File: src/rtl/pfc_pkg.sv
`default_nettype none

package pfc_pkg;

    // Width of every configuration register and of the configuration data port.
    localparam int CFG_WIDTH = 10;
    localparam int CFG_IDX_WIDTH = 3;

    // Window margins around each expected period: below and above.
    localparam int W50_BELOW = 2;
    localparam int W50_ABOVE = 1;
    localparam int W40_BELOW = 1;
    localparam int W40_ABOVE = 2;
    localparam int W30_BELOW = 3;
    localparam int W30_ABOVE = 3;
    localparam int W20_BELOW = 5;
    localparam int W20_ABOVE = 5;
    localparam int W10_BELOW = 10;
    localparam int W10_ABOVE = 10;

    // Reset values of the configuration registers.
    localparam logic [CFG_WIDTH-1:0] RST_PERIOD_50HZ = 10'd20;
    localparam logic [CFG_WIDTH-1:0] RST_PERIOD_40HZ = 10'd25;
    localparam logic [CFG_WIDTH-1:0] RST_PERIOD_30HZ = 10'd33;
    localparam logic [CFG_WIDTH-1:0] RST_PERIOD_20HZ = 10'd50;
    localparam logic [CFG_WIDTH-1:0] RST_PERIOD_10HZ = 10'd100;
    localparam logic [CFG_WIDTH-1:0] RST_TIMEOUT = 10'd250;

    // Frequency classes as reported on the result channel.
    typedef enum logic [2:0] {
        CLS_0HZ  = 3'd0,
        CLS_10HZ = 3'd1,
        CLS_20HZ = 3'd2,
        CLS_30HZ = 3'd3,
        CLS_40HZ = 3'd4,
        CLS_50HZ = 3'd5
    } t_freq_class;

    // Configuration register indexes.
    typedef enum logic [CFG_IDX_WIDTH-1:0] {
        REG_PERIOD_50HZ = 3'd0,
        REG_PERIOD_40HZ = 3'd1,
        REG_PERIOD_30HZ = 3'd2,
        REG_PERIOD_20HZ = 3'd3,
        REG_PERIOD_10HZ = 3'd4,
        REG_TIMEOUT     = 3'd5
    } t_cfg_idx;

    // The full set of configuration registers.
    typedef struct packed {
        logic [CFG_WIDTH-1:0] period_50hz;
        logic [CFG_WIDTH-1:0] period_40hz;
        logic [CFG_WIDTH-1:0] period_30hz;
        logic [CFG_WIDTH-1:0] period_20hz;
        logic [CFG_WIDTH-1:0] period_10hz;
        logic [CFG_WIDTH-1:0] timeout_ticks;
    } t_cfg;

    // Outcome of the window tests for one measured period.
    typedef struct packed {
        logic        hit;
        t_freq_class cls;
    } t_match;

endpackage

`default_nettype wire

File: src/rtl/pfc_classify.sv
`default_nettype none

module pfc_classify
    import pfc_pkg::*;
#(
    parameter int COUNT_WIDTH = 10
) (
    input  wire logic [COUNT_WIDTH-1:0] i_count,
    input  wire t_cfg                   i_cfg,
    output t_match                      o_match
);

    // Signed working width: wide enough for the count, a period and a margin.
    localparam int BASE_W = (COUNT_WIDTH > CFG_WIDTH) ? COUNT_WIDTH : CFG_WIDTH;
    localparam int W = BASE_W + 2;

    logic signed [W-1:0] s_count;
    logic signed [W-1:0] s_p50, s_p40, s_p30, s_p20, s_p10;
    logic hit50, hit40, hit30, hit20, hit10;

    assign s_count = $signed(W'(i_count));
    assign s_p50 = $signed(W'(i_cfg.period_50hz));
    assign s_p40 = $signed(W'(i_cfg.period_40hz));
    assign s_p30 = $signed(W'(i_cfg.period_30hz));
    assign s_p20 = $signed(W'(i_cfg.period_20hz));
    assign s_p10 = $signed(W'(i_cfg.period_10hz));

    // Each window is inclusive; a negative lower bound admits every count.
    assign hit50 = (s_count >= s_p50 - $signed(W'(W50_BELOW)))
                && (s_count <= s_p50 + $signed(W'(W50_ABOVE)));
    assign hit40 = (s_count >= s_p40 - $signed(W'(W40_BELOW)))
                && (s_count <= s_p40 + $signed(W'(W40_ABOVE)));
    assign hit30 = (s_count >= s_p30 - $signed(W'(W30_BELOW)))
                && (s_count <= s_p30 + $signed(W'(W30_ABOVE)));
    assign hit20 = (s_count >= s_p20 - $signed(W'(W20_BELOW)))
                && (s_count <= s_p20 + $signed(W'(W20_ABOVE)));
    assign hit10 = (s_count >= s_p10 - $signed(W'(W10_BELOW)))
                && (s_count <= s_p10 + $signed(W'(W10_ABOVE)));

    // The highest frequency whose window matches wins.
    always_comb begin
        o_match.hit = 1'b1;
        o_match.cls = CLS_0HZ;
        priority if (hit50) begin
            o_match.cls = CLS_50HZ;
        end else if (hit40) begin
            o_match.cls = CLS_40HZ;
        end else if (hit30) begin
            o_match.cls = CLS_30HZ;
        end else if (hit20) begin
            o_match.cls = CLS_20HZ;
        end else if (hit10) begin
            o_match.cls = CLS_10HZ;
        end else begin
            o_match.hit = 1'b0;
        end
    end

endmodule

`default_nettype wire

File: src/rtl/pfc_track.sv
`default_nettype none

module pfc_track
    import pfc_pkg::*;
#(
    parameter int COUNT_WIDTH = 10
) (
    input  wire logic i_clk,
    input  wire logic i_rst_n,
    input  wire logic i_step,
    input  wire logic i_pin,
    input  wire t_cfg i_cfg,
    output t_freq_class o_class_next
);

    localparam int BASE_W = (COUNT_WIDTH > CFG_WIDTH) ? COUNT_WIDTH : CFG_WIDTH;

    logic [COUNT_WIDTH-1:0] r_count, n_count;
    logic [COUNT_WIDTH-1:0] count_inc;
    logic [COUNT_WIDTH-1:0] count_edge;
    logic                   r_prev;
    t_freq_class            r_class, n_class;
    t_freq_class            class_edge;
    logic                   rise;
    t_match                 match;

    // Saturating tick counter.
    assign count_inc = (&r_count) ? r_count : r_count + COUNT_WIDTH'(1);
    assign rise = i_pin & ~r_prev;

    pfc_classify #(
        .COUNT_WIDTH(COUNT_WIDTH)
    ) u_classify (
        .i_count(count_inc),
        .i_cfg  (i_cfg),
        .o_match(match)
    );

    // A rising edge classifies the period and restarts the count; then the
    // timeout test may force the class back to zero frequency.
    always_comb begin
        count_edge = count_inc;
        class_edge = r_class;
        if (rise) begin
            count_edge = '0;
            if (match.hit) begin
                class_edge = match.cls;
            end
        end
        n_count = count_edge;
        n_class = class_edge;
        if (BASE_W'(count_edge) >= BASE_W'(i_cfg.timeout_ticks)) begin
            n_count = '0;
            n_class = CLS_0HZ;
        end
    end

    assign o_class_next = n_class;

    always_ff @(posedge i_clk) begin
        if (!i_rst_n) begin
            r_count <= '0;
            r_prev  <= 1'b0;
            r_class <= CLS_0HZ;
        end else if (i_step) begin
            r_count <= n_count;
            r_prev  <= i_pin;
            r_class <= n_class;
        end
    end

endmodule

`default_nettype wire

File: src/rtl/pulse_frequency_classifier.sv
`default_nettype none

// Pulse frequency classifier.
// Each input transaction is one sampling tick carrying the frequency pin and
// fault pin levels; each tick gives exactly one result transaction with the
// current frequency class (0, 10, 20, 30, 40 or 50 Hz) and the two pin levels.
// Both channels use valid and ready. A tick is first captured in an input
// register and is then classified and written to the result register once
// that register is free. One tick is accepted in every cycle while the
// receiver takes every result; the rate is set by the single counter and
// window-compare step between the two registers.
// When the receiver stalls, the result is held and one further tick may wait
// in the input register; input ready then drops until the result is taken.
// The configuration port writes one register per cycle when its enable is
// high; writes are expected only while the block is idle.
// A synchronous reset clears the counter, edge history and class to 0 Hz,
// restores the configuration defaults and empties both registers; no tick is
// accepted while reset is asserted.
module pulse_frequency_classifier
    import pfc_pkg::*;
#(
    parameter int COUNT_WIDTH = 10
) (
    input  wire logic                     i_clk,
    input  wire logic                     i_rst_n,
    input  wire logic                     i_in_valid,
    output logic                          o_in_ready,
    input  wire logic                     i_freq_pin,
    input  wire logic                     i_fault_pin,
    output logic                          o_out_valid,
    input  wire logic                     i_out_ready,
    output logic [2:0]                    o_freq_class,
    output logic                          o_pin_level,
    output logic                          o_fault_flag,
    input  wire logic                     i_cfg_we,
    input  wire logic [CFG_IDX_WIDTH-1:0] i_cfg_idx,
    input  wire logic [CFG_WIDTH-1:0]     i_cfg_data
);

    t_cfg        r_cfg;
    logic        r_s1_valid;
    logic        r_s1_pin;
    logic        r_s1_fault;
    logic        r_out_valid;
    t_freq_class r_out_class;
    logic        r_out_pin;
    logic        r_out_fault;
    logic        out_free;
    logic        step;
    t_freq_class class_next;

    // Configuration registers.
    always_ff @(posedge i_clk) begin
        if (!i_rst_n) begin
            r_cfg.period_50hz   <= RST_PERIOD_50HZ;
            r_cfg.period_40hz   <= RST_PERIOD_40HZ;
            r_cfg.period_30hz   <= RST_PERIOD_30HZ;
            r_cfg.period_20hz   <= RST_PERIOD_20HZ;
            r_cfg.period_10hz   <= RST_PERIOD_10HZ;
            r_cfg.timeout_ticks <= RST_TIMEOUT;
        end else if (i_cfg_we) begin
            unique case (t_cfg_idx'(i_cfg_idx))
                REG_PERIOD_50HZ: r_cfg.period_50hz   <= i_cfg_data;
                REG_PERIOD_40HZ: r_cfg.period_40hz   <= i_cfg_data;
                REG_PERIOD_30HZ: r_cfg.period_30hz   <= i_cfg_data;
                REG_PERIOD_20HZ: r_cfg.period_20hz   <= i_cfg_data;
                REG_PERIOD_10HZ: r_cfg.period_10hz   <= i_cfg_data;
                REG_TIMEOUT:     r_cfg.timeout_ticks <= i_cfg_data;
                default: begin
                end
            endcase
        end
    end

    // Handshake: the result register frees when empty or being drained.
    assign out_free   = ~r_out_valid | i_out_ready;
    assign step       = r_s1_valid & out_free;
    assign o_in_ready = i_rst_n & (~r_s1_valid | out_free);

    // Input register.
    always_ff @(posedge i_clk) begin
        if (!i_rst_n) begin
            r_s1_valid <= 1'b0;
        end else if (o_in_ready) begin
            r_s1_valid <= i_in_valid;
        end
    end

    always_ff @(posedge i_clk) begin
        if (o_in_ready && i_in_valid) begin
            r_s1_pin   <= i_freq_pin;
            r_s1_fault <= i_fault_pin;
        end
    end

    pfc_track #(
        .COUNT_WIDTH(COUNT_WIDTH)
    ) u_track (
        .i_clk       (i_clk),
        .i_rst_n     (i_rst_n),
        .i_step      (step),
        .i_pin       (r_s1_pin),
        .i_cfg       (r_cfg),
        .o_class_next(class_next)
    );

    // Result register.
    always_ff @(posedge i_clk) begin
        if (!i_rst_n) begin
            r_out_valid <= 1'b0;
        end else if (out_free) begin
            r_out_valid <= r_s1_valid;
        end
    end

    always_ff @(posedge i_clk) begin
        if (step) begin
            r_out_class <= class_next;
            r_out_pin   <= r_s1_pin;
            r_out_fault <= r_s1_fault;
        end
    end

    assign o_out_valid  = r_out_valid;
    assign o_freq_class = r_out_class;
    assign o_pin_level  = r_out_pin;
    assign o_fault_flag = r_out_fault;

endmodule

`default_nettype wire

File: config.mk
export PLATFORM = sky130hd
export DESIGN_NAME = pulse_frequency_classifier
export DESIGN_NICKNAME = d
export VERILOG_FILES = /design/src/rtl/pfc_pkg.sv /design/src/rtl/pfc_classify.sv /design/src/rtl/pfc_track.sv /design/src/rtl/pulse_frequency_classifier.sv
export SDC_FILE = /design/constraint.sdc
export NUM_CORES = 1
export LEC_CHECK = 0
export BUFFER_PORTS_ARGS = -buffer_cell sky130_fd_sc_hd__buf_4
export CAP_MARGIN = 20
export CORE_MARGIN = 8
export CORE_UTILIZATION = 45
export DETAILED_ROUTE_END_ITERATION = 10
export HOLD_SLACK_MARGIN = 0.08
export SYNTH_ARGS = -nofsm -noshare
export SYNTH_HDL_FRONTEND = slang
export SYNTH_SLANG_ARGS = --single-unit
File: constraint.sdc
create_clock -name i_clk -period 4.4 [get_ports i_clk]
set_input_delay 0.22 -clock i_clk [delete_from_list [all_inputs] [get_ports i_clk]]
set_output_delay 0.22 -clock i_clk [all_outputs]
set_load 0.02 [all_outputs]
==> metrics.txt <==
outcome finished, final reports clean; H-tree depth 3; largest net degree at the start of global routing 33; worst relative slew slack 46.2%; multi-input combinational cell area 0.00532 mm2; global-route wire length before repair 34200 um; Post-Place Setup Slack 0.236 ns; final WL 21500 um; chip height 145 um; Max Clock Freq 0.241 GHz; total clock sinks 83; Clock Latency Late Sink between 0.3 and 0.4 ns; Final setup viols 0; Power Density between 200 and 250 mW/mm2; Hold Path Class in2reg; sequential fraction of the synthesis area 23.2%; DRT Pass-1 Iters 6; Die X approximately 140 um; WHS Endpoint r_cfg[50]; top cells by count, synth 170 x nand2_1, 92 x ha_1, 86 x a21oi_1, 76 x dfxtp_1, 57 x nor2_1; share of Yosys cell area claimed by the top area cell type 20.4%; initial core utilization a little under half; Worst EP required ~4.5 ns; Mapped Nets 1096; Fin Clk Skew 0.00956 ns; synthesized flop and latch total 83; gpl congestion 0.857; Register Area 0.00173 mm2; Area growth, synth to finish 10.1%; setup TNS 0 ns; Mapped Cells 984; crit end category register; worst r2r dst o_freq_class[1]; library cells used by synthesis 81; Max VDD drop 178 uV; Synth Area per Inst ~7.6 um2; top_reg_cell synth dfxtp_1; Slew Limit Fails 0; largest cells by area after synthesis dfxtp_1 20%, ha_1 15%, nand2_1 8.5%; via count about 6800; hpwl dp 16100 um; r2r worst-path depth 14; residual DRC count 0; Static Leakage about 0.0034 uW; Fin. Hold Viols 0; Root Buffer clkbuf_16; grt total ovfl 0; Worst EP arrival 4.23 ns; CTS tree built; # diodes 0; ys async rst share 0%; vias in the first global route approximately 6200; I/O pins 27; fraction of layout cells with a size suffix above 1 8.74%; clk slew on worst S/H paths 0.07 ns; filler cell count in the final layout ~1600; reg2reg start u_track.r_count[2]; Period Utilization, post-route 94.2%; drt first-iter violations about 500; EDFF count, synth 7; worst hold path cell count 3; vias per inst between 5 and 6; total core area 0.0164 mm2; clock buffer count from CTS 9; Power, Total slightly below 2000 uW; most frequent cell after synthesis nand2_1; CTS max path bufs 2; die area 0.0210 mm2; nets@finish 1102; all-layer global routing usage a little over a fifth; Avg WL per Cell 17.7 um; Port Buffers 26; largest area contributor in the netlist dfxtp_1; Setup Crit Path Kind reg2reg; synthesized area 0.00747 mm2; worst setup margin 0.253 ns; Final ANT Viol Nets 0; antenna violations before repair 0; Synth Warn # 0; max cap viols 0; worst hold slack 0.163 ns; min cycle time layout 4.15 ns; crit path launch type register; internal reg-to-reg setup slack 0.25 ns; row cnt 47; min-delay src i_cfg_data[0]; Tightest Pin Transition ~0.80 ns; crit-path max FO 8
==> stage by stage <==
step / cells / util (%) / instance area [um2]
2_1_floorplan: 984 / - / 7470
3_5_place_dp: 1191 / 47.6 / 7810
3_3_place_gp: 1191 / 47.6 / 7810
4_1_cts: 1210 / 49.8 / 8170
5_1_grt: 1215 / 50.2 / 8230
6_report: 1215 / 50.2 / 8230
==> placed cells by master (no fill, tap or decap), types with 9 or more instances in the layout <==
cell / instances
nor3_1: 26
o21ai_0: 23
o211ai_1: 17
dfxtp_1: 76
xor2_1: 33
nand4_1: 12
clkbuf_16: 9
buf_4: 47
nand2b_1: 15
a21oi_1: 86
a21o_1: 14
a31oi_1: 11
xnor2_1: 54
nor2b_1: 17
o21a_1: 11
nand2_1: 170
inv_1: 36
nor2_1: 57
and3_1: 15
nand3_1: 38
ha_1: 92
==> final cells by class <==
class | count | area share (%)
well taps | 220 | 3.34
flip-flops and latches | 83 | 21.0
repair buffers | 51 | 4.90
clock buffers | 9 | 2.74
multi-input cells | 803 | 64.7
clock inverters | 7 | 1.28
inverters | 42 | 2.01
==> worst max-delay path, cell delays in order (launching register included) <==
cell and delay, ns:
dfxtp_1 0.45, and4_4 0.29, and2_1 0.26, nand4_1 0.14, mux2i_1 0.34, clkinvlp_4 0.30
ha_1 0.37, nand3_1 0.09, nor2_1 0.17, o2111ai_1 0.18, a2111o_1 0.45, a32oi_1 0.41
nor3_1 0.15, o21ai_0 0.18, a21oi_1 0.09
==> routing by layer <==
layer | routed length (um) | global-route usage [%]
met1 | 10500 | 29.6
met2 | 9840 | 34.3
met3 | 869 | 1.80
met4 | 289 | 5.97
met5 | 0 | 0
==> repair_timing <==
| item | 4_1_cts | 5_1_grt |
|---|---|---|
| endpoints found under the hold margin | 3 | 0 |
| setup buffers | 0 | 5 |
| hold buffers | 3 | 0 |
| resized for setup | 0 | 3 |
| endpoints found under the setup margin | 0 | 4 |
==> flip-flops by register name, summed over array words and instances (netlist names) <==
name and cells:
o_pin_level 1, o_freq_class 3, r_cfg 60, u_track.r_prev 1
o_fault_flag 1, u_track.r_class 3, o_out_valid 1, r_s1_pin 1
r_s1_fault 1, r_s1_valid 1, u_track.r_count 10
==> how the worst max path moves through the flow <==
| stage | startpoint | endpoint | slack, ns | depth (start not counted) |
|---|---|---|---|---|
| after global routing | u_track.r_count[2] | o_freq_class[0] | -0.003 | 14 |
| after CTS | u_track.r_count[0] | o_freq_class[1] | 0.21 | 17 |
| after floorplan | u_track.r_count[0] | o_freq_class[1] | 0.69 | 18 |
| after global placement | u_track.r_count[0] | o_freq_class[1] | 0.34 | 17 |
| final | u_track.r_count[2] | o_freq_class[1] | 0.25 | 14 |
| after detailed placement | u_track.r_count[0] | o_freq_class[1] | 0.24 | 17 |
==> report_power, final <==
part	switching, uW	total [uW]	internal, uW
clock	357	864	508
sequential	29.2	814	785
combinational	148	248	99.4
total	534	1930	1390
==> cells by family after synthesis <==
family | after synthesis | share of synthesized area (%)
adders and majority gates | 98 | 16.2
buffers and inverters | 98 | 5.62
and+or+nand+nor | 392 | 24.8
muxes | 5 | 0.670
DFF | 83 | 23.2
AOI/OAI and AO/OA | 221 | 19.4
xor gates and xnor gates | 87 | 10.2
(Power assumes the default switching activity.)
